===== config.mk =====
export PLATFORM = sky130hd
export DESIGN_NAME = tts_front
export DESIGN_NICKNAME = d
export VERILOG_FILES = /design/src/rtl/triangle_tangent_space_assert.svh /design/src/rtl/tts_pkg.sv /design/src/rtl/tts_front.sv
export SDC_FILE = /design/constraint.sdc
export NUM_CORES = 1
export LEC_CHECK = 0
export BUFFER_PORTS_ARGS = -buffer_cell sky130_fd_sc_hd__buf_4
export CORE_AREA = 2 2 229 231
export CTS_BUF_LIST = sky130_fd_sc_hd__clkbuf_4
export DETAILED_ROUTE_END_ITERATION = 8
export DIE_AREA = 0 0 231 233
export PLACE_DENSITY = 0.78
export SYNTH_ARGS = -nofsm -noshare
export SYNTH_HDL_FRONTEND = slang
export SYNTH_SLANG_ARGS = --single-unit
export TNS_END_PERCENT = 1

===== constraint.sdc =====
create_clock -name clock -period 17.9 [get_ports clock]
set_clock_uncertainty 0.1 [all_clocks]
set_input_delay 0 -clock clock [delete_from_list [all_inputs] [get_ports clock]]
set_output_delay 0 -clock clock [all_outputs]
set_load 0.02 [all_outputs]

===== src/rtl/triangle_tangent_space_assert.svh =====
// Assertion macros shared by the triangle tangent space RTL.
`ifndef TRIANGLE_TANGENT_SPACE_ASSERT_SVH
`define TRIANGLE_TANGENT_SPACE_ASSERT_SVH
`ifndef ASSERT_OFF
`define TTS_ASSERT_NEVER(lbl, clk, rst, cond) \
   lbl: assert property (@(posedge clk) disable iff (rst) !(cond)) \
      else $error("assertion failed");
`define TTS_ASSERT_IMPLY(lbl, clk, rst, ante, cons) \
   lbl: assert property (@(posedge clk) disable iff (rst) (ante) |-> (cons)) \
      else $error("assertion failed");
`else
`define TTS_ASSERT_NEVER(lbl, clk, rst, cond)
`define TTS_ASSERT_IMPLY(lbl, clk, rst, ante, cons)
`endif
`endif


===== src/rtl/tts_pkg.sv =====
// Types and constants of the triangle tangent space block.
`default_nettype none
package tts_pkg;
   localparam int IDX_W    = 24;
   localparam int DATA_W   = 32;
   localparam int DELTA_W  = 33;
   localparam int PROD_W   = 66;
   localparam int NUM_W    = 67;
   localparam int REM_W    = 68;
   localparam int QUO_W    = 32;
   localparam int QDEPTH   = 2;
   localparam int NUM_CNT  = 7;
   localparam int RES_CNT  = 6;
   localparam int PROD_CNT = 14;

   typedef struct packed {
      logic [IDX_W-1:0]         vertex_index;
      logic signed [DATA_W-1:0] pos_x;
      logic signed [DATA_W-1:0] pos_y;
      logic signed [DATA_W-1:0] pos_z;
      logic signed [DATA_W-1:0] tex_u;
      logic signed [DATA_W-1:0] tex_v;
   } req_type;

   typedef struct packed {
      logic [IDX_W-1:0]         out_index;
      logic signed [DATA_W-1:0] tangent_x;
      logic signed [DATA_W-1:0] tangent_y;
      logic signed [DATA_W-1:0] tangent_z;
      logic signed [DATA_W-1:0] bitangent_x;
      logic signed [DATA_W-1:0] bitangent_y;
      logic signed [DATA_W-1:0] bitangent_z;
      logic                     degenerate;
      logic                     last_of_triangle;
   } rsp_type;

   // one triangle, as handed from front to back
   typedef struct packed {
      logic [IDX_W-1:0]              idx0;
      logic [IDX_W-1:0]              idx1;
      logic [IDX_W-1:0]              idx2;
      logic [2:0][DELTA_W-1:0]       dp1;
      logic [2:0][DELTA_W-1:0]       dp2;
      logic [DELTA_W-1:0]            du1;
      logic [DELTA_W-1:0]            dv1;
      logic [DELTA_W-1:0]            du2;
      logic [DELTA_W-1:0]            dv2;
   } job_type;

   typedef enum logic [1:0] {
      PH_FIRST,
      PH_SECOND,
      PH_THIRD
   } phase_type;

   typedef enum logic [1:0] {
      BK_IDLE,
      BK_MUL,
      BK_DIV,
      BK_OUT
   } back_state_type;
endpackage
`default_nettype wire


===== src/rtl/tts_front.sv =====
// Vertex intake: holds the first two vertices and forms the triangle deltas.
`default_nettype none
module tts_front (
   input  wire logic             clock,
   input  wire logic             reset,
   input  wire logic             req_valid,
   output logic                  req_ready,
   input  wire tts_pkg::req_type req_data,
   input  wire logic             q_full,
   output logic                  push,
   output tts_pkg::job_type      push_data
);
   tts_pkg::phase_type                 phase_ff, phase_in;
   logic [tts_pkg::IDX_W-1:0]          idx0_ff, idx1_ff;
   logic [2:0][tts_pkg::DATA_W-1:0]    pos0_ff, pos1_ff;
   logic [tts_pkg::DATA_W-1:0]         u0_ff, v0_ff, u1_ff, v1_ff;
   logic [2:0][tts_pkg::DATA_W-1:0]    pos_in;
   logic                               accept, load0, load1;

   assign pos_in = {req_data.pos_z, req_data.pos_y, req_data.pos_x};

   // outputs of the phase machine
   always_comb begin
      req_ready = (phase_ff == tts_pkg::PH_THIRD) ? !q_full : 1'b1;
      accept    = req_valid && req_ready;
      push      = accept && (phase_ff == tts_pkg::PH_THIRD);
      load1     = accept && (phase_ff == tts_pkg::PH_SECOND);
      load0     = accept && (phase_ff != tts_pkg::PH_SECOND) &&
                  (phase_ff != tts_pkg::PH_THIRD);
   end

   // next phase; an unused code behaves as the first vertex
   always_comb begin
      phase_in = phase_ff;
      if (accept) begin
         case (phase_ff)
            tts_pkg::PH_SECOND: phase_in = tts_pkg::PH_THIRD;
            tts_pkg::PH_THIRD:  phase_in = tts_pkg::PH_FIRST;
            default:            phase_in = tts_pkg::PH_SECOND;
         endcase
      end
   end

   always_ff @(posedge clock) begin
      if (reset) begin
         phase_ff <= tts_pkg::PH_FIRST;
      end else begin
         phase_ff <= phase_in;
      end
   end

   // held vertices
   always_ff @(posedge clock) begin
      if (load0) begin
         idx0_ff <= req_data.vertex_index;
         pos0_ff <= pos_in;
         u0_ff   <= req_data.tex_u;
         v0_ff   <= req_data.tex_v;
      end
      if (load1) begin
         idx1_ff <= req_data.vertex_index;
         pos1_ff <= pos_in;
         u1_ff   <= req_data.tex_u;
         v1_ff   <= req_data.tex_v;
      end
   end

   // exact 33-bit deltas against vertex 0
   always_comb begin
      push_data.idx0 = idx0_ff;
      push_data.idx1 = idx1_ff;
      push_data.idx2 = req_data.vertex_index;
      for (int a = 0; a < 3; a++) begin
         push_data.dp1[a] = {pos1_ff[a][31], pos1_ff[a]} - {pos0_ff[a][31], pos0_ff[a]};
         push_data.dp2[a] = {pos_in[a][31], pos_in[a]} - {pos0_ff[a][31], pos0_ff[a]};
      end
      push_data.du1 = {u1_ff[31], u1_ff} - {u0_ff[31], u0_ff};
      push_data.dv1 = {v1_ff[31], v1_ff} - {v0_ff[31], v0_ff};
      push_data.du2 = {req_data.tex_u[31], req_data.tex_u} - {u0_ff[31], u0_ff};
      push_data.dv2 = {req_data.tex_v[31], req_data.tex_v} - {v0_ff[31], v0_ff};
   end
endmodule
`default_nettype wire


==> results of run 1 <==
[kinds of logic (layout without fill, tap and decap cells)]
family	after synthesis	count (layout)
compound gates	840	840
fa+ha+maj	332	332
xor+xnor	282	282
buf+inv	317	1400
mux	2	2
simple gates	600	600
flops	370	370
other cells	0	9
[power breakdown]
group / internal (mW) / total [mW] / switching (mW) / leakage, nW
sequential: 1.01 / 1.03 / 0.0145 / 3.46
combinational: 0.598 / 1.46 / 0.861 / 12.9
clock: 0.408 / 0.776 / 0.368 / 0.751
total: 2.02 / 3.26 / 1.24 / 17.1
[layout by cell type (no fill, tap or decap), drive strengths merged, types with 7 or more instances in the layout]
cell type,Yosys,routed
a2111oi,7,7
a211o,13,13
a211oi,19,19
a21o,146,146
a21oi,290,290
a221oi,9,9
a311oi,7,7
a31oi,23,23
and2,12,12
and3,37,37
buf,27,598
clkbuf,34,136
clkinv,0,29
diode,0,9
dlygate4sd3,0,376
edfxtp,368,368
fa,10,10
ha,322,322
inv,256,257
nand2,152,152
nand2b,38,38
nand3,59,59
nand4,29,29
nor2,159,159
nor2b,47,47
nor3,25,25
nor4,8,8
o2111ai,9,9
o211ai,19,19
o21a,45,45
o21ai,144,144
o21bai,29,29
o31ai,16,16
or2,8,8
or3,13,13
xnor2,195,195
xor2,87,87
[layer usage]
| layer | vias up | part of all wire (%) | track usage, % |
|---|---|---|---|
| met3 | 265 | 7.9 | 7.243 |
| li1 | 12180 | - | - |
| met2 | 1146 | 49 | 55.62 |
| met5 | - | 0.052 | 0 |
| met4 | 8 | 4.9 | 16.03 |
| met1 | 12220 | 39 | 36.76 |
[worst paths after layout]
kind / startpoint / to / slack (ns) / depth (start not counted)
hold reg to reg: phase_ff[0]$_SDFFE_PP0P_ / phase_ff[0]$_SDFFE_PP0P_ / 0.96 / 3
hold / removal: req_data[127] / pos0_ff[63]$_DFFE_PP_ / 0.36 / 3
setup / recovery: v0_ff[0]$_DFFE_PP_ / push_data[32] / 13.00 / 13
setup reg to reg: phase_ff[0]$_SDFFE_PP0P_ / pos1_ff[21]$_DFFE_PP_ / 14.74 / 5
[per-stage QoR]
| stage | utilization, % | cell area [um^2] |
|---|---|---|
| after global placement | 63.45 | 32420 |
| after global routing | 73.33 | 37470 |
| final | 73.33 | 37470 |
| after detailed placement | 63.45 | 32420 |
| after CTS | 73.29 | 37450 |
| after floorplan | - | 27390 |
[final cells by class]
| type | count | area [um^2] | area share (%) |
|---|---|---|---|
| flip-flops and latches | 370 | 11090 | 29.60 |
| multi-input cells | 2056 | 15030 | 40.11 |
| clock inverters | 34 | 242.7 | 0.6478 |
| diodes | 9 | 22.52 | 0.06011 |
| repair buffers | 974 | 8253 | 22.03 |
| clock buffers | 136 | 1021 | 2.725 |
| inverters | 256 | 960.9 | 2.565 |
| well taps | 680 | 850.8 | 2.271 |
[state kept, by name, indices dropped and copies added (netlist names)]
register  count
u1_ff        32
v1_ff        32
pos0_ff      96
pos1_ff      96
phase_ff      2
v0_ff        32
idx1_ff      24
idx0_ff      24
u0_ff        32
[worst register-to-register path, stage by stage (launching register included)]
cell	delay [ns]
dfxtp_1	0.38
inv_1	0.06
ha_1	0.24
nand2_1	0.15
and3_4	0.78
buf_4	0.98
==> out/qor.yml, run 1 <==
critical_path:
  crit_family: "compound AO/OA/AOI/OAI gates"
  crit_type: "reg -> out"
  startpoint_type: "register"
  end_kind: "output pin"
  cp.arrival_ns: 4.80
  crit_required_ns: 17.80
  critPathMaxFanout: 4
  worst-path-buf-inv: 1
  cpPeakStageDelay_ns: 0.71
  worstPathCellList: "ha_1, fa_1, nand2b_1, a21oi_1, o31ai_1, a21oi_1, a31oi_1, o21ai_0, a311oi_1, o21ai_0, nand4_1, a22o_1, buf_4"
  slowest_stage: "a311oi_1"
global_route:
  grt_pass1_vias: 25820
  antenna_found_initial: 13
  grt_pass1_wl_um: 135700
  grt_max_degree: 76
  grt_usage_pct: 31.89
  grt_remaining_overflow: 0
sta:
  rsz0062_at_grt: "false"
  fin_ws_ns: 13.00
  fin_crit_sh_pct: 27.36
  final-hold-violation-count: 0
  tns_ns: 0
  slew_headroom_pct: 27.59
  finalSetupViolations: 0
  whs_ns: 0.3579
  drv_slew: 0
  tightest_slew_ns: 1.086
  fin_crit_ns: 4.898
  fmax_ghz: 0.2042
placed_design:
  port_buffers: 591
  dpl.hpwl_um: 63940
  pre_cts_ws_ns: 14.00
  placed_cells: 3960
  gp_congestion: 0.9560
pwr:
  ir_drop_mv: 0.07193
  p_leak_nw: 17.11
  power.density_nw_per_um2: 87.13
  finalPower_mw: 3.265
yosys:
  async_flop_share_pct: 0
  netlist_instances: 2743
  synth.cell_area_um2: 27390
  synth_top_area_share_pct: 40.35
  yosysSeqAreaShare_pct: 40.49
  ys_warn_count: 0
  syn_area_per_cell_um2: 9.985
  synth_edf_count: 368
  synth_common_cells: "edfxtp_1 (368), ha_1 (322), a21oi_1 (288), inv_1 (256), xnor2_1 (195)"
  syn_nets: 3263
  synth_cell_types: 74
  synth_top_family_by_area: "compound AO/OA/AOI/OAI gates"
  muxShareOfSynthArea_pct: 0.07309
  synth_ff_type: "edfxtp_1"
  synth_area_leaders: "edfxtp_1 (40%), ha_1 (15%), xnor2_1 (6.2%)"
  synthSimpleGateAreaFrac_pct: 10.57
  synth_seq_cells: 370
  synth-xor-area-share_pct: 9.018
  yosysTopAreaCell: "edfxtp_1"
  synthAdderAreaFrac_pct: 15.44
  synth_most_common_cell: "edfxtp_1"
  synth_compound_area_share_pct: 19.73
cts:
  cts_tree: "done"
  hold_buffers: 376
  cts.sink_count: 370
  cts_setup_buffers: 0
  post_cts_resized: 0
  path_clk_slew_ns: 0.07
  cts_root_buffer: "clkbuf_4"
  cts_max_level: 3
  cts_buffers: 99
  cts.path.max_buffers: 3
  clkLatencyLatePin_ns: 0.83
die:
  die_x_um: 231
  coreArea_um2: 51090
  ios: 592
  dieHeight_um: 233
  rows: 83
  start_util_pct: 53.60
  die_area_um2: 53820
final_layout:
  fillers: 3564
  final_cells: 4515
  area_growth_pct: 36.80
  finalNetCount: 4277
  drive_gt1_share_pct: 20.18
drt:
  drtAntennaViolNets: 0
  wl_um: 89220
  drt_pre_antenna_iters: 7
  drt_drc_violations_left: 0
  viasPerCell: 5.717
  via_count: 25810
  drt-initial-drc-count: 1773
  wl_per_cell_um: 19.76
hold_path:
  hold_path.class: "in -> reg"
run_status:
  status: "completed"
flow_run:
  maxCapViolations: 0
Power figures use the tool's default switching activity.
==> inputs of run 2 (changes only) <==
==> constraint.sdc (replaced) <==
create_clock -name clock -period 4.6 [get_ports clock]
set_clock_uncertainty 0.1 [all_clocks]
set_input_delay 0 -clock clock [delete_from_list [all_inputs] [get_ports clock]]
set_output_delay 0 -clock clock [all_outputs]
set_load 0.02 [all_outputs]
==> run 2 against run 1 <==
Flip-flop and latch count did not move. Via count about the same. Final area increased by 0.38%. Critical path depth did not move. Hold slack lost 0.22 ns. Register-to-register slack got worse by 13 ns. Cell count is essentially flat. Non-clock buffer count grew 1.
==> out/qor.yml, run 2 (synthesis gave the netlist of run 1 again) <==
run_status:
  status: "completed"
critical_path:
  startpoint_type: "register"
  r2r_end: "phase_ff[1]$_SDFFE_PP0P_"
  worstPathCellList: "ha_1, fa_1, nor2b_1, o2111ai_1, and3_1, nor2_1, a211o_1, o22a_2, a311oi_2, or2_2, a31oi_1, xor2_1, buf_4"
  timing.rr.start: "phase_ff[0]$_SDFFE_PP0P_"
  worst-path-buf-inv: 1  # unchanged
  critical_path.startpoint: "pos0_ff[64]$_DFFE_PP_"
  cp.depth: 13  # unchanged
  cp.arrival_ns: 4.33  # -0.47 ns
  cpPeakStageDelay_ns: 0.43  # -0.28 ns
  end_kind: "output pin"
  crit_required_ns: 4.50  # -13.30 ns
  slowest_stage: "fa_1"
  setup.worst_path.end: "push_data[327]"
  reg2reg_setup_slack_ns: 1.70  # -13.04 ns
  critPathMaxFanout: 3  # -1
  crit_family: "compound AO/OA/AOI/OAI gates"
  crit_type: "reg -> out"
  rr_worst_depth: 8  # +3
pwr:
  internal_power_mw: 7.765  # +280%
  p_switching_mw: 4.855  # +290%
  p_leak_nw: 17.13  # about the same
  power.density_nw_per_um2: 335.5  # +290%
  seq_power_share_pct: 31.7  # +0.2 points
  finalPower_mw: 12.62  # +290%
  swShare_pct: 38.47  # +0.38 points
  power.share.combinational_pct: 45.3  # +0.6 points
  clockPowerShare_pct: 22.9  # -0.9 points
  ir_drop_mv: 0.2998  # +320%
cts:
  clkLatencyLatePin_ns: 0.86  # +0.03 ns
  cts_setup_buffers: 0  # unchanged
  cts_tree: "done"
  cts_max_level: 3  # unchanged
  cts.sink_count: 370  # unchanged
  cts_root_buffer: "clkbuf_4"
  cts.path.max_buffers: 3  # unchanged
  cts_buffers: 98  # -1.0%
  path_clk_slew_ns: 0.07  # about the same
placed_design:
  port_buffers: 591  # unchanged
  pre_cts_ws_ns: 0.7329  # -13.26 ns
  gp_congestion: 0.9834  # +2.9%
  dpl.hpwl_um: 64630  # +1.1%
  placed_cells: 3961  # +0.025%
final_layout:
  fillers: 3433  # -3.7%
  final_util_pct: 73.61  # +0.28 points
  reg_top3: "pos0_ff x96, pos1_ff x96"
  multi_input_area_um2: 15160  # +0.91%
  mostFrequentLayoutCells: "buf_4 (595), dlygate4sd3_1 (376), edfxtp_1 (368), ha_1 (320), a21oi_1 (286)"
  seqCellArea_um2: 11090  # about the same
  final_cells: 4516  # +0.022%
  area_growth_pct: 37.32
  final_common_cell: "buf_4"
  drive_gt1_share_pct: 20.81  # +0.63 points
  finalNetCount: 4277  # unchanged
sta:
  final-hold-violation-count: 0  # unchanged
  fmax_ghz: 0.2259
  fin_ws_ns: 0.1742  # -12.83 ns
  slew_headroom_pct: 32.79  # +5.2 points
  tightest_slew_ns: 1.008  # -0.07797 ns
  rsz0062_at_grt: "true"
  fin_crit_sh_pct: 96.21
  drv_slew: 0  # unchanged
  fin_crit_ns: 4.426
  finalSetupViolations: 0  # unchanged
die:
  start_util_pct: 53.60  # unchanged
  rows: 83  # unchanged
  coreArea_um2: 51090  # unchanged
  die_area_um2: 53820  # unchanged
  dieHeight_um: 233  # unchanged
  die_x_um: 231  # unchanged
  ios: 592  # unchanged
drt:
  drt-initial-drc-count: 1769  # -0.23%
  drt_pre_antenna_iters: 5  # -2
  wl_um: 89840  # +0.69%
  viasPerCell: 5.716  # about the same
  via_count: 25820  # +0.0039%
  drt_drc_violations_left: 0  # unchanged
  wl_per_cell_um: 19.89  # +0.67%
  drtAntennaViolNets: 0  # unchanged
global_route:
  grt_pass1_vias: 25930  # +0.43%
  grt_usage_pct: 32.34  # +0.45 points
  grt_max_degree: 89  # +17%
  grt_pass1_wl_um: 137700  # +1.5%
  antenna_found_initial: 16  # +3
  grt_remaining_overflow: 0  # unchanged
hold_path:
  hold_path.class: "in -> reg"
  hold_start: "req_valid"
flow_run:
  maxCapViolations: 0  # unchanged
[run 2: cell type report]
| type | instances | share of cell area, % |
|---|---|---|
| timing repair buffer | 975 | 22.10 |
| sequential | 370 | 29.50 |
| clock buffer | 143 | 2.854 |
| clock inverter | 20 | 0.3127 |
| tap | 680 | 2.262 |
| inverter | 256 | 2.555 |
| antenna | 16 | 0.1065 |
| multi-input combinational | 2056 | 40.32 |
[run 2: what timing repair did]
action,CTS,global route
hold buffers,376,0
pin swaps,0,2
endpoints found under the hold margin,609,0
endpoints found under the setup margin,6,39
cloned,0,0
gates resized for setup,3,28
[run 2: how the worst min path moves through the flow]
stage	to	cells after the start
2_1_floorplan	phase_ff[0]$_SDFFE_PP0P_	1
6_report	pos0_ff[19]$_DFFE_PP_	3
3_3_place_gp	phase_ff[0]$_SDFFE_PP0P_	2
4_1_cts	pos0_ff[19]$_DFFE_PP_	3
5_1_grt	pos0_ff[19]$_DFFE_PP_	3
3_5_place_dp	phase_ff[1]$_SDFFE_PP0P_	2
[run 2: routing by layer]
| layer | wire [um] | global-route usage [%] | up-vias |
|---|---|---|---|
| met5 | 41 | 0 | - |
| met4 | 4314 | 15.60 | 6 |
| met3 | 7186 | 7.488 | 271 |
| met2 | 43940 | 56.18 | 1170 |
| met1 | 34360 | 37.63 | 12210 |
| li1 | - | - | 12160 |
[run 2: worst reg2reg max path, delay by kind of cell, from the launching register on]
family                   cells  cell delay [ns]
AO/OA/AOI/OAI                1             0.11
adder cells (fa/ha/maj)      1             0.17
buffers and inverters        3             1.00
flip-flops                   1             0.36
AND/OR/NAND/NOR              3             1.11
[run 2: stage by stage]
step                setup TNS, ns  cell area [um^2]  hold WS, ns
CTS                             0             37470      0.05125
global placement                0             32500      0.05552
floorplan                 -209.29             27420     -0.03835
global route              -0.1521             37600      0.07653
detailed placement              0             32500      0.06746
finish                          0             37610       0.1379
[run 2: power by group through the flow]
stage / clock [mW] / combinational (mW) / sequential (mW)
detailed placement: 0 / 5.28 / 4.07
finish: 2.89 / 5.72 / 4.00
CTS: 2.92 / 5.58 / 4.00
global placement: 0 / 5.21 / 4.06
floorplan: 0 / 3.17 / 4.12
global route: 3.09 / 6.07 / 4.02
