<file path="config.mk">
export PLATFORM = sky130hd
export DESIGN_NAME = tts_queue
export DESIGN_NICKNAME = d
export VERILOG_FILES = /design/src/rtl/tts_pkg.sv /design/src/rtl/tts_queue.sv
export VERILOG_INCLUDE_DIRS = /design/src /design/src/rtl
export SDC_FILE = /design/constraint.sdc
export NUM_CORES = 1
export LEC_CHECK = 0
export ABC_AREA = 1
export BUFFER_PORTS_ARGS = -buffer_cell sky130_fd_sc_hd__clkbuf_2
export CORE_AREA = 2 2 317 319
export CTS_CLUSTER_DIAMETER = 40
export DETAILED_ROUTE_END_ITERATION = 10
export DIE_AREA = 0 0 319 321
export PLACE_DENSITY = 0.63
export SYNTH_ARGS = -nofsm -noshare
export SYNTH_HDL_FRONTEND = slang
export SYNTH_SLANG_ARGS = --single-unit
</file>
<file path="constraint.sdc">
create_clock -name clock -period 21 [get_ports clock]
set_input_delay 2.1 -clock clock [delete_from_list [all_inputs] [get_ports clock]]
set_output_delay 2.1 -clock clock [all_outputs]
set_load 0.05 [all_outputs]
</file>
<file path="src/rtl/triangle_tangent_space_assert.svh">
// Assertion macros shared by the triangle tangent space RTL.
`ifndef TRIANGLE_TANGENT_SPACE_ASSERT_SVH
`define TRIANGLE_TANGENT_SPACE_ASSERT_SVH
`ifndef ASSERT_OFF
`define TTS_ASSERT_NEVER(lbl, clk, rst, cond) \
   lbl: assert property (@(posedge clk) disable iff (rst) !(cond)) \
      else $error("assertion failed");
`define TTS_ASSERT_IMPLY(lbl, clk, rst, ante, cons) \
   lbl: assert property (@(posedge clk) disable iff (rst) (ante) |-> (cons)) \
      else $error("assertion failed");
`else
`define TTS_ASSERT_NEVER(lbl, clk, rst, cond)
`define TTS_ASSERT_IMPLY(lbl, clk, rst, ante, cons)
`endif
`endif

</file>
<file path="src/rtl/tts_pkg.sv">
// Types and constants of the triangle tangent space block.
`default_nettype none
package tts_pkg;
   localparam int IDX_W    = 24;
   localparam int DATA_W   = 32;
   localparam int DELTA_W  = 33;
   localparam int PROD_W   = 66;
   localparam int NUM_W    = 67;
   localparam int REM_W    = 68;
   localparam int QUO_W    = 32;
   localparam int QDEPTH   = 2;
   localparam int NUM_CNT  = 7;
   localparam int RES_CNT  = 6;
   localparam int PROD_CNT = 14;

   typedef struct packed {
      logic [IDX_W-1:0]         vertex_index;
      logic signed [DATA_W-1:0] pos_x;
      logic signed [DATA_W-1:0] pos_y;
      logic signed [DATA_W-1:0] pos_z;
      logic signed [DATA_W-1:0] tex_u;
      logic signed [DATA_W-1:0] tex_v;
   } req_type;

   typedef struct packed {
      logic [IDX_W-1:0]         out_index;
      logic signed [DATA_W-1:0] tangent_x;
      logic signed [DATA_W-1:0] tangent_y;
      logic signed [DATA_W-1:0] tangent_z;
      logic signed [DATA_W-1:0] bitangent_x;
      logic signed [DATA_W-1:0] bitangent_y;
      logic signed [DATA_W-1:0] bitangent_z;
      logic                     degenerate;
      logic                     last_of_triangle;
   } rsp_type;

   // one triangle, as handed from front to back
   typedef struct packed {
      logic [IDX_W-1:0]              idx0;
      logic [IDX_W-1:0]              idx1;
      logic [IDX_W-1:0]              idx2;
      logic [2:0][DELTA_W-1:0]       dp1;
      logic [2:0][DELTA_W-1:0]       dp2;
      logic [DELTA_W-1:0]            du1;
      logic [DELTA_W-1:0]            dv1;
      logic [DELTA_W-1:0]            du2;
      logic [DELTA_W-1:0]            dv2;
   } job_type;

   typedef enum logic [1:0] {
      PH_FIRST,
      PH_SECOND,
      PH_THIRD
   } phase_type;

   typedef enum logic [1:0] {
      BK_IDLE,
      BK_MUL,
      BK_DIV,
      BK_OUT
   } back_state_type;
endpackage
`default_nettype wire

</file>
<file path="src/rtl/tts_queue.sv">
// Two-entry triangle queue between intake and compute.
`default_nettype none
`include "triangle_tangent_space_assert.svh"
module tts_queue (
   input  wire logic             clock,
   input  wire logic             reset,
   input  wire logic             push,
   input  wire tts_pkg::job_type push_data,
   output logic                  full,
   input  wire logic             pop,
   output tts_pkg::job_type      pop_data,
   output logic                  not_empty
);
   tts_pkg::job_type mem_ff [tts_pkg::QDEPTH];
   logic             wr_ptr_ff, wr_ptr_in, rd_ptr_ff, rd_ptr_in;
   logic [1:0]       count_ff, count_in;

   assign full      = (count_ff == 2'(tts_pkg::QDEPTH));
   assign not_empty = (count_ff != 2'd0);
   assign pop_data  = mem_ff[rd_ptr_ff];

   // pointer and fill count
   always_comb begin
      wr_ptr_in = push ? !wr_ptr_ff : wr_ptr_ff;
      rd_ptr_in = pop ? !rd_ptr_ff : rd_ptr_ff;
      count_in  = count_ff + 2'(push) - 2'(pop);
   end

   always_ff @(posedge clock) begin
      if (reset) begin
         wr_ptr_ff <= 1'b0;
         rd_ptr_ff <= 1'b0;
         count_ff  <= 2'd0;
      end else begin
         wr_ptr_ff <= wr_ptr_in;
         rd_ptr_ff <= rd_ptr_in;
         count_ff  <= count_in;
      end
   end

   always_ff @(posedge clock) begin
      if (push) begin
         mem_ff[wr_ptr_ff] <= push_data;
      end
   end

   `TTS_ASSERT_NEVER(a_push_full, clock, reset, push && full)
   `TTS_ASSERT_NEVER(a_pop_empty, clock, reset, pop && !not_empty)
   `TTS_ASSERT_NEVER(a_count_range, clock, reset, count_ff > 2'(tts_pkg::QDEPTH))
endmodule
`default_nettype wire

</file>
==> summary.md, run 1 <==
The run finished with clean final reports. The cell sitting at the root of the clock tree is a clkbuf_16. The tools report the routability-driven placement congestion ratio as 0.859. The highest net fanout along the worst path is 52, and the final total negative setup slack is 0 ns. The number of H-tree levels is 3.

The part of the Yosys area used for sequential elements was 77.9%; the starting DRC count in detailed routing was 800. The routed design has 70300 um of wire. The longest clock path from root to sink contains 3 buffers.

The detail route stage leaves a number of antenna-violating nets equal to 0. The tools report the via count of the first global-routing pass as 16.7k. The number of slew-limit violations in the final report is 0, and the number of different library cells in the post-synthesis netlist is 16. The run gives 0.00430 W as the total power after layout.

Global routing consumed, on the met1 layer, 13.0% of the routing resources. The buffering stage count on the worst path with inverters included is 5, and the count of fill cells added during filler insertion is 8963. The buffer count from post-CTS setup fixing was 0. In this design, the stage delay of the slowest critical-path cell is 0.85 ns. For this design the ratio of total power to cell area is 108 mW/mm2. Relative to the synthesized area, the layout overhead comes to 27.3%.

The share of the clock period used by the worst path was 34.6%. The die is 319 um wide. In this run the tightest slew margin relative to its limit is 27.6%. The tools report the total number of vias as 15.4k.

The tools report the static power due to leakage as 15.7 nW. Critical path class: reg2out. The count of buffers added on input and output ports is 809. The run gives 50400 um as the placed wire-length estimate after detailed placement. The die covers 0.102 mm2. In this run the worst hold path is classified as reg2reg.

The total global-route track usage came out at 13.1%. Floorplan die height: 321 um. Timing would allow up to 138 MHz.

Endpoint class of the critical path: an output pin. The core region is 0.0993 mm2. The post-CTS clock slew at the launch and capture registers of the worst setup and hold paths was 0.05 ns; the later-pin clock latency in the skew report was 0.67 ns.

The I/O pin count is 810, and the routed wire length per instance is 19.8 um. The number of cells produced by synthesis was 1282; the effective utilization at floorplan was 31.4%. TritonCTS built the clock tree.

Traced cell by cell, the critical path runs through buf_4, buf_4, buf_4, buf_4, mux2_4, clkbuf_2. In the layout the commonest cells are clkbuf_2, edfxtp_1, mux2_4, clkbuf_16, mux2_2. STA classifies the critical path startpoint as a flip-flop. The clock drives 809 sinks. The logs give 161 for the pin count of the biggest net entering global routing and 3362 for the cell total after placement. Setup violations remaining at the end of the flow were counted as 0.

Before antenna repair, the detailed router went through 6 iterations. Global routing finished with a remaining overflow of 0. The run gives 14 as the number of antenna violations at the first check in global routing. The cell class contributing the biggest share of worst-path delay is buffers and inverters. For this run, global-route usage on met2 was measured as 23.4%.

For this run, the number of Yosys warnings is 0. For this run, the number of standard cells in the final layout without fillers is 3558. VDD sags by at most 0.0000890 V.

Across the run, the number of max-cap violations was 0. Cell type with the highest occurrence count on the critical path: buf_4. The first-pass GRT wire length came out at 101000 um. The synthesized netlist occupies a cell area of 0.0311 mm2. The final worst clock skew was 0.0357 ns; the post-synthesis register bit count was 809. The number of nets in the synthesized netlist is 1690.

The run gives 5.85% as the met3 layer usage reported by global route. The actual transition at the worst max-transition pin is 1.09 ns. The global routing stage identified its most utilized layer as met2.

The clock period could shrink to 7.26 ns. The floorplan has 116 rows. Setup repair after global routing left no endpoint under its margin. The tools report the final hold violation count as 0. The slowest stage of the critical path belongs to the cell buf_4. In this run, post-CTS repair resized a total of 0 instances. For this design, the CTS-stage hold fixing added 0 buffers.

The library cell used most frequently in the layout, excluding fill and tap cells, is clkbuf_2. In this run the mean area of a mapped cell was 24.3 um2. The required time reported for the critical path endpoint is 18.90 ns, and the total DRC errors in the routed layout is 0. The fraction of final layout cells with drive strength greater than 1 came out at 61.9%. For this run, the post-layout net count is 2577. The average vias per placed instance is 4.34.

The arrival time of the worst setup path was 5.16 ns. Counting the buffers created by CTS gives 103.
[per-stage QoR]
stage | worst slack, ns | hold slack [ns] | util (%) | area, um2
floorplan | 0.889 | 0.480 | - | 31100
global placement | 14.50 | 0.502 | 36.4 | 36200
detailed placement | 14.38 | 0.521 | 36.4 | 36200
CTS | 13.62 | 0.539 | 39.9 | 39600
global route | 13.44 | 0.560 | 39.9 | 39600
finish | 13.74 | 0.531 | 39.9 | 39600
[kinds of logic after synthesis]
| family | Yosys count | synth area share [%] |
|---|---|---|
| AO/OA/AOI/OAI | 1 | 0.0161 |
| multiplexers | 402 | 19.1 |
| AND/OR/NAND/NOR | 14 | 0.177 |
| XOR/XNOR | 1 | 0.0281 |
| adder cells (fa/ha/maj) | 2 | 0.0804 |
| buffers and inverters | 53 | 2.72 |
| flip-flops | 809 | 77.9 |
[where the power goes]
part / internal, W / switching [W]
logic: 0.000210 / 0.000460
registers: 0.00188 / 0.0000260
clock network: 0.00105 / 0.000681
[Yosys cell counts, drive strengths merged]
master	count	area (um2)
edfxtp	804	24100
dfxtp	5	100
nor2	7	26.3
xnor2	1	8.76
buf	45	817
a21oi	1	5.00
mux2	402	5950
nand2	5	18.8
nand3	1	5.00
nor3	1	5.00
inv	8	30.0
ha	2	25.0
[worst min-delay path, cell delays in order (launching register included)]
cell and delay, ns:
dfxtp_1 0.33, xnor2_1 0.09, nor2_1 0.08
[worst paths after layout]
kind / startpoint / to / slack (ns) / depth (start not counted)
max: flip-flop / pop_data[84] / 13.74 / 6
min: rd_ptr_ff / flip-flop / 0.53 / 2
min reg2reg: rd_ptr_ff / flip-flop / 0.53 / 2
max reg2reg: wr_ptr_ff / mem_ff[0][34] / 17.12 / 5
[per-layer routing]
metal / routed length, um / share of wire [%]
met3: 7030 / 10
met4: 2620 / 3.7
met5: 87 / 0.12
met1: 24100 / 34
met2: 36500 / 52
[final cells by class]
| class | instances | area, um2 | area share [%] |
|---|---|---|---|
| Inverter | 8 | 37.5 | 0.0947 |
| Multi-Input combinational cell | 420 | 6050 | 15.3 |
| Clock inverter | 72 | 805 | 2.03 |
| Clock buffer | 119 | 2660 | 6.71 |
| Antenna cell | 5 | 12.5 | 0.0316 |
| Sequential cell | 809 | 24200 | 61.2 |
| Tap cell | 1298 | 1620 | 4.10 |
| Timing Repair Buffer | 827 | 4200 | 10.6 |
[flip-flops by register name, indices dropped and copies added (netlist names), named ones only]
signal,count
count_ff,2
mem_ff,804
rd_ptr_ff,1
wr_ptr_ff,1
Note: power is estimated with default switching activity, not from simulation.
==> inputs of run 2 (changes only) <==
- ABC_AREA: 1 -> 0
- CORE_AREA: 2 2 317 319 -> 2 2 320 322
- DIE_AREA: 0 0 319 321 -> 0 0 322 324
- PLACE_DENSITY: 0.63 -> 0.6
- clock period: 21 -> 7.53 ns (I/O delays scaled with it)
==> summary.md, run 2 <==
The clock root buffer was clkbuf_16. The flip-flop count of the largest register, all copies and words added is 804 (unchanged), and the headroom to the max-slew limit is 16.6% (-11 points). Static timing analysis puts the maximum clock frequency at 260 MHz.

Total number of vias: 15.3k (-1.2%). Traced cell by cell, the critical path runs through buf_12, mux2_2, clkbuf_2. The effective utilization at floorplan was 30.8% (-0.54 points). The routed design could run at a clock period as short as 3.84 ns. The area of the die is 0.104 mm2 (+1.9%), and the total wirelength of the detailed-routed design is 70900 um (+0.77%). The tools report the number of H-tree levels as 3 (unchanged). The highest net fanout along the worst path works out to 108 (+110%). The maximum ir drop on the vdd rail was 0.000207 V (+130%). In the synthesized netlist, the cells that appear most often are edfxtp_1, mux2_4, buf_12.

The run gives 0 (unchanged) as the remaining antenna violation count. The total DRC errors in the routed layout is 0 (unchanged), and the final worst clock skew is 0.0239 ns (-0.0117 ns). Share of the clock period used by the worst path: 51.0%. The number of buffers on the longest clock path was 3 (unchanged); the I/O pin count was 810 (unchanged). The first-pass GRT wire length was 100000 um (-0.79%); the placed wire-length estimate after detailed placement was 49600 um (-1.7%). The number of buffers created by CTS was 107 (+3.9%).

The tools report the area of the core region as 0.101 mm2 (+1.7%). The run finished with clean final reports. The tools report the pin count of the biggest net entering global routing as 161 (unchanged). The tools report the launching element type of the critical path as a flip-flop. The final-stage net count came out at 2565 (-0.47%). Number of violations of the max-capacitance limit: 0 (unchanged). The number of gates on the worst path with buffers counted was 3 (-3). By area the synthesized netlist is led by edfxtp_1, mux2_4, buf_12.

The starting DRC count in detailed routing is 803 (+0.38%). Setup repair after global routing left no endpoint under its margin. The routability-driven placement congestion ratio is 0.773 (-10%), and the arrival time of the worst setup path is 3.09 ns (-2.07 ns).

The number of enable-type register cells in the synthesized netlist is 804 (unchanged). In this run the worst setup path terminates at pop_data[401]. Post-synthesis register bit count: 809 (unchanged). The startpoint identified for the worst register-to-register timing path is wr_ptr_ff.

The tools report the number of detailed-routing iterations run before antenna repair as 4 (-2). The yosys synthesis warning count came out at 0 (unchanged). The cell class contributing the biggest share of worst-path delay was flip-flops. Average vias per placed instance: 4.28 (-1.4%). The floorplan die height is 324 um (+0.93%). Area share of the leading cell type in the synthesized netlist: 77.6% (about the same). In the layout the commonest cells are clkbuf_2, edfxtp_1, mux2_4, clkbuf_16, mux2_2. Routed wire length per instance: 19.9 um (+0.57%). The tools report the number of cells produced by synthesis as 1272 (-0.78%). From synthesis to final layout, the design area changed by 28.5%. Number of antenna violations at the first check in global routing: 17 (+3). Async set or reset register ratio after synthesis: 0% (unchanged). The run gives 77.9% (about the same) as the part of the Yosys area used for sequential elements. The critical path class is reg2out. The tools report the area after detailed placement as 0.0362 mm2 (about the same). Buffering stage count on the worst path with inverters included: 2 (-3). The biggest area contributor in the post-synthesis netlist is edfxtp_1. Yosys instantiated no cell more often than edfxtp_1.

The fraction of final layout cells with drive strength greater than 1 was 62.5% (+0.64 points). Among all flip-flop cells after synthesis, the most frequent one is edfxtp_1. The longest individual stage delay on the worst path is 0.88 ns (+0.03 ns).

The slowest cell on the critical path is dfxtp_4. The run gives 0 (unchanged) as the number of endpoints failing setup at the final stage. The net count after synthesis is 1680 (-0.59%), and the area of all placed cells without fillers is 0.0400 mm2 (+0.93%). The run gives 0 (unchanged) as the number of gates resized after CTS.

The cell count of the worst reg-to-reg path was 3 (-2); the later-pin clock latency in the skew report was 0.67 ns (about the same). The logs give 0 (unchanged) for the final hold violation count and 117 (+0.86%) for the row count. The largest registers in the layout are mem_ff: 804 flops, count_ff: 2 flops. The required time reported for the critical path endpoint came out at 6.78 ns (-12.12 ns).

The number of different library cells in the post-synthesis netlist is 16 (unchanged), and the number of sinks handled by clock tree synthesis is 809 (unchanged). The power density over the cells was 315 mW/mm2 (+190%). The post-CTS clock slew at the launch and capture registers of the worst setup and hold paths came out at 0.06 ns (about the same). TritonCTS built the clock tree. The endpoint of the worst register-to-register path was mem_ff[0][372].

The number of slew-limit violations in the final report is 0 (unchanged), and the actual transition at the worst max-transition pin is 1.25 ns (+0.165 ns). The chip width is 322 um (+0.94%). The type of the most critical hold path was in2reg.

The worst setup path is captured at an output pin. The tools report the static power due to leakage as 15.8 nW (+0.74%). Leftover overflow at the end of global routing: 0 (unchanged). The count of port buffers added during placement is 809 (unchanged). The synthesized area divided by synthesized cell count is 24.5 um2 (+0.77%).

The register with the most flip-flops in the final layout is mem_ff. The run gives 0 ns (unchanged) as the final total negative setup slack. The tools report the count of hold buffers inserted by post-cts repair as 0 (unchanged). The total global-route track usage was 12.9% (-0.20 points); the buffer count from post-CTS setup fixing was 0 (unchanged). The setup slack of the worst register-to-register path is 4.82 ns (-12.30 ns).

The most common cell after layout, fill and taps aside was clkbuf_2. For the combined area of all synthesized cells, the log shows 0.0311 mm2 (about the same). Via count of the first global-routing pass: 16.4k (-1.5%).
==> run 2: cell count changes after synthesis, moves of 3 or more <==
| cell | change |
|---|---|
| inv_1 | -6 |
| nor2b_1 | +3 |
| nand2_1 | -5 |
| nor2_1 | -3 |
==> run 2: cell type report <==
class	instances	area, um2
Fill cell	9109	61000
Sequential cell	809	24200
Multi-Input combinational cell	416	6070
Timing Repair Buffer	821	4230
Clock buffer	117	2760
Tap cell	1309	1640
Clock inverter	83	1030
Antenna cell	8	20.0
Inverter	2	7.51
==> run 2: how the worst min path moves through the flow <==
stage	from	end	slack, ns	cells after the start
2_1_floorplan	rd_ptr_ff	flip-flop	0.48	2
3_3_place_gp	rd_ptr_ff	rd_ptr_ff	0.50	2
3_5_place_dp	rd_ptr_ff	flip-flop	0.51	2
4_1_cts	push_data[62]	mem_ff[0][62]	0.19	1
5_1_grt	push_data[226]	mem_ff[1][226]	0.21	1
6_report	push_data[90]	mem_ff[0][90]	0.26	1
==> run 2: routing by layer <==
layer / global-route usage [%] / routed length [um] / share of wire [%]
met2: 23.0 / 36600 / 52
met5: 0 / 52 / 0.073
met4: 5.95 / 2550 / 3.6
met3: 5.67 / 7470 / 11
met1: 12.9 / 24200 / 34
==> run 2: per-stage QoR <==
step           total power, W  std cells  hold slack, ns  worst slack [ns]  util [%]
2_1_floorplan         0.00707       1272           0.480             0.338         -
3_3_place_gp          0.00744       3357           0.500              4.28      35.8
3_5_place_dp          0.00747       3357           0.510              4.24      35.8
4_1_cts                0.0128       3557           0.185              3.58      39.6
5_1_grt                0.0130       3561           0.206              3.51      39.6
6_report               0.0126       3565           0.258              3.69      39.6
==> run 2: cell families after synthesis <==
logic type | count (synthesis) | share of synthesized area, %
flops | 809 | 77.9
mux | 402 | 19.1
buf+inv | 47 | 2.65
simple gates | 9 | 0.149
xor+xnor | 3 | 0.129
fa+ha+maj | 2 | 0.0804
==> run 2: where the power goes <==
part	internal [W]	switching [W]
Sequential	0.00527	0.0000755
Clock	0.00327	0.00197
Combinational	0.000628	0.00138
Total	0.00917	0.00343
==> run 2: worst register-to-register path: stages, from the launching register on <==
cell	delay, ns
dfxtp_1	0.35
nor2b_4	0.51
buf_12	0.53
buf_4	0.88
==> inputs of run 3 (changes only) <==
- clock period: 7.53 -> 3.6 ns (I/O delays scaled with it)
==> summary.md, run 3 (synthesis gave the netlist of run 2 again) <==
The run gives 4 (unchanged) as the number of detailed-routing iterations run before antenna repair. The buffer count from post-CTS setup fixing is 0 (unchanged). The arrival time of the worst setup path was 2.58 ns (-0.51 ns).

Leaving out fill and tap cells, the most frequent cells in the layout are clkbuf_2, edfxtp_1, dlygate4sd3_1, mux2_4, clkbuf_16. Final worst clock skew: 0.0280 ns (+0.00404 ns). The total global-route track usage is 13.9% (+0.97 points).

The leftover overflow at the end of global routing was 0 (unchanged); the remaining antenna violation count was 0 (unchanged). The chip width is 322 um (unchanged). The run gives 0.000444 V (+110%) as the maximum ir drop on the vdd rail.

For the fraction of the core area covered by cells at the end of the flow, the log shows 43.9% (+4.3 points). The startpoint identified for the worst hold timing path is push. The routed wire length per instance works out to 19.1 um (-3.9%). The pin count of the biggest net entering global routing came out at 133 (-17%). The maximum clock frequency came out at 340 MHz. The routability-driven placement congestion ratio is 0.783 (+1.3%), and the power density over the cells is 597 mW/mm2 (+90%). The first-pass GRT wire length came out at 109000 um (+9.0%).

The fraction of final layout cells with drive strength greater than 1 is 53.4% (-9.1 points). STA classifies the critical path endpoint as an output pin. The flow ran to the end, and the final reports show no timing, DRC or antenna violations. More flip-flops sit in one register than any other, and that register is mem_ff. The number of antenna violations at the first check in global routing was 11 (-6). In the final layout, the registers with the most flip-flops are mem_ff: 804 flops, count_ff: 2 flops. The worst setup path is launched from a flip-flop. The later-pin clock latency in the skew report came out at 0.67 ns (about the same). The path class of the tightest hold or removal check is in2reg.

The post-CTS clock slew at the launch and capture registers of the worst setup and hold paths works out to 0.05 ns (about the same). The floorplan die height was 324 um (unchanged); the via count of the first global-routing pass was 18.7k (+14%). TritonCTS built the clock tree. The headroom to the max-slew limit was 39.2% (+23 points); the I/O pin count was 810 (unchanged). The worst register-to-register path ends at mem_ff[1][348]. For the number of sinks handled by clock tree synthesis, the log shows 809 (unchanged). The number of slew-limit violations in the final report is 0 (unchanged), and the number of endpoints failing setup at the final stage is 0 (unchanged).

The static power due to leakage is 17.7 nW (+12%), and the total DRC errors in the routed layout is 0 (unchanged). The actual transition at the worst max-transition pin is 0.912 ns (-0.339 ns). The placed wire-length estimate after detailed placement came out at 52500 um (+6.0%). The worst register-to-register path begins at wr_ptr_ff. Final hold violation count: 0 (unchanged). The tools report the number of H-tree levels as 3 (unchanged). The row count was 117 (unchanged); the number of buffers on the longest clock path was 3 (unchanged). Area of the die: 0.104 mm2 (unchanged). The average vias per placed instance works out to 4.29 (+0.22%). Setup repair after global routing left no endpoint under its margin. Worst hold path depth: 3 (+2). The library cell used most frequently in the layout, excluding fill and tap cells, is clkbuf_2. The run gives 798 (-0.62%) as the starting DRC count in detailed routing. The highest net fanout along the worst path was 33 (-69%). By startpoint and endpoint, the worst setup path is classified as reg2out. The logs give 0.0265 W (+110%) for the total power after layout and 0.0366 mm2 (+1.0%) for the area after detailed placement. For the number of gates resized after CTS, the log shows 0 (unchanged). The total number of vias was 17.1k (+12%).

The count of fill cells added during filler insertion came out at 8731 (-4.1%). The run gives 30.8% (unchanged) as the effective utilization at floorplan. The count of port buffers added during placement works out to 809 (unchanged).

The flip-flop count of the largest register, all copies and words added was 804 (unchanged); the area of all placed cells without fillers was 0.0443 mm2 (+11%). The logs give 76400 um (+7.7%) for the total wirelength of the detailed-routed design and 3.24 ns (-3.54 ns) for the required time reported for the critical path endpoint. Number of violations of the max-capacitance limit: 0 (unchanged). Share of the clock period used by the worst path: 81.8%. The run gives 0.101 mm2 (unchanged) as the area of the core region. The cell count of the worst reg-to-reg path works out to 2 (-1).

The setup slack of the worst register-to-register path is 1.70 ns (-3.12 ns), and the layout-stage area growth over the synthesis result is 42.4%. The worst path in the final design needs a cycle of 2.94 ns, including I/O delays and setup. The run gives 3000 (+17%) as the final-stage net count. The root buffer cell chosen for the clock tree is clkbuf_16. The run gives 0.138 ns (-0.121 ns) as the worst hold margin. The run gives 109 (+1.9%) as the number of buffers created by CTS. The worst hold endpoint was count_ff[0].
-- run 3: worst max-delay path: stages (launching register included) --
cell and delay (ns):
dfxtp_4 0.73, buf_12 0.26, buf_12 0.27, mux2_4 0.33
clkbuf_2 0.23
-- run 3: through the flow --
step / std cells / setup WS, ns / setup TNS (ns)
CTS: 3994 / 0.516 / 0
global route: 3996 / 0.489 / 0
global placement: 3385 / 1.32 / 0
floorplan: 1272 / -3.20 / -1291.88
detailed placement: 3385 / 1.29 / 0
finish: 3997 / 0.655 / 0
-- run 3: area by class of cell --
cell class / instances / area [um2] / share of cell area, %
antenna: 3 / 7.51 / 0.0169
clock buffer: 124 / 2830 / 6.38
clock inverter: 80 / 888 / 2.00
inverter: 2 / 7.51 / 0.0169
multi-input combinational: 416 / 6070 / 13.7
sequential: 809 / 24200 / 54.7
tap: 1309 / 1640 / 3.69
timing repair buffer: 1254 / 8640 / 19.5
-- run 3: how the worst max path moves through the flow --
| stage | from | slack, ns | cells past startpoint | to |
|---|---|---|---|---|
| 2_1_floorplan | push | -3.20 | 1 | mem_ff[0][0] |
| 3_3_place_gp | flip-flop | 1.32 | 4 | pop_data[22] |
| 3_5_place_dp | flip-flop | 1.29 | 4 | pop_data[114] |
| 4_1_cts | flip-flop | 0.52 | 4 | pop_data[114] |
| 5_1_grt | flip-flop | 0.49 | 4 | pop_data[50] |
| 6_report | flip-flop | 0.66 | 4 | pop_data[57] |
-- run 3: report_power, final --
| part | leakage, nW | switching (W) | internal (W) |
|---|---|---|---|
| Clock | 1.78 | 0.00419 | 0.00641 |
| Sequential | 7.59 | 0.000162 | 0.0110 |
| Combinational | 8.32 | 0.00304 | 0.00164 |
| Total | 17.7 | 0.00739 | 0.0191 |
-- run 3: layer usage --
| metal | routed length [um] | vias up | track usage, % |
|---|---|---|---|
| met4 | 3330 | 14 | 7.18 |
| met3 | 5240 | 198 | 4.36 |
| met1 | 27300 | 8496 | 14.3 |
| met2 | 40400 | 652 | 25.2 |
| met5 | 100 | - | 0 |
| li1 | - | 7785 | - |
-- run 3: what timing repair did --
| item | CTS | global route |
|---|---|---|
| endpoints found under the hold margin | 809 | 0 |
| setup endpoints to repair | 0 | 0 |
| hold buffers | 405 | 0 |
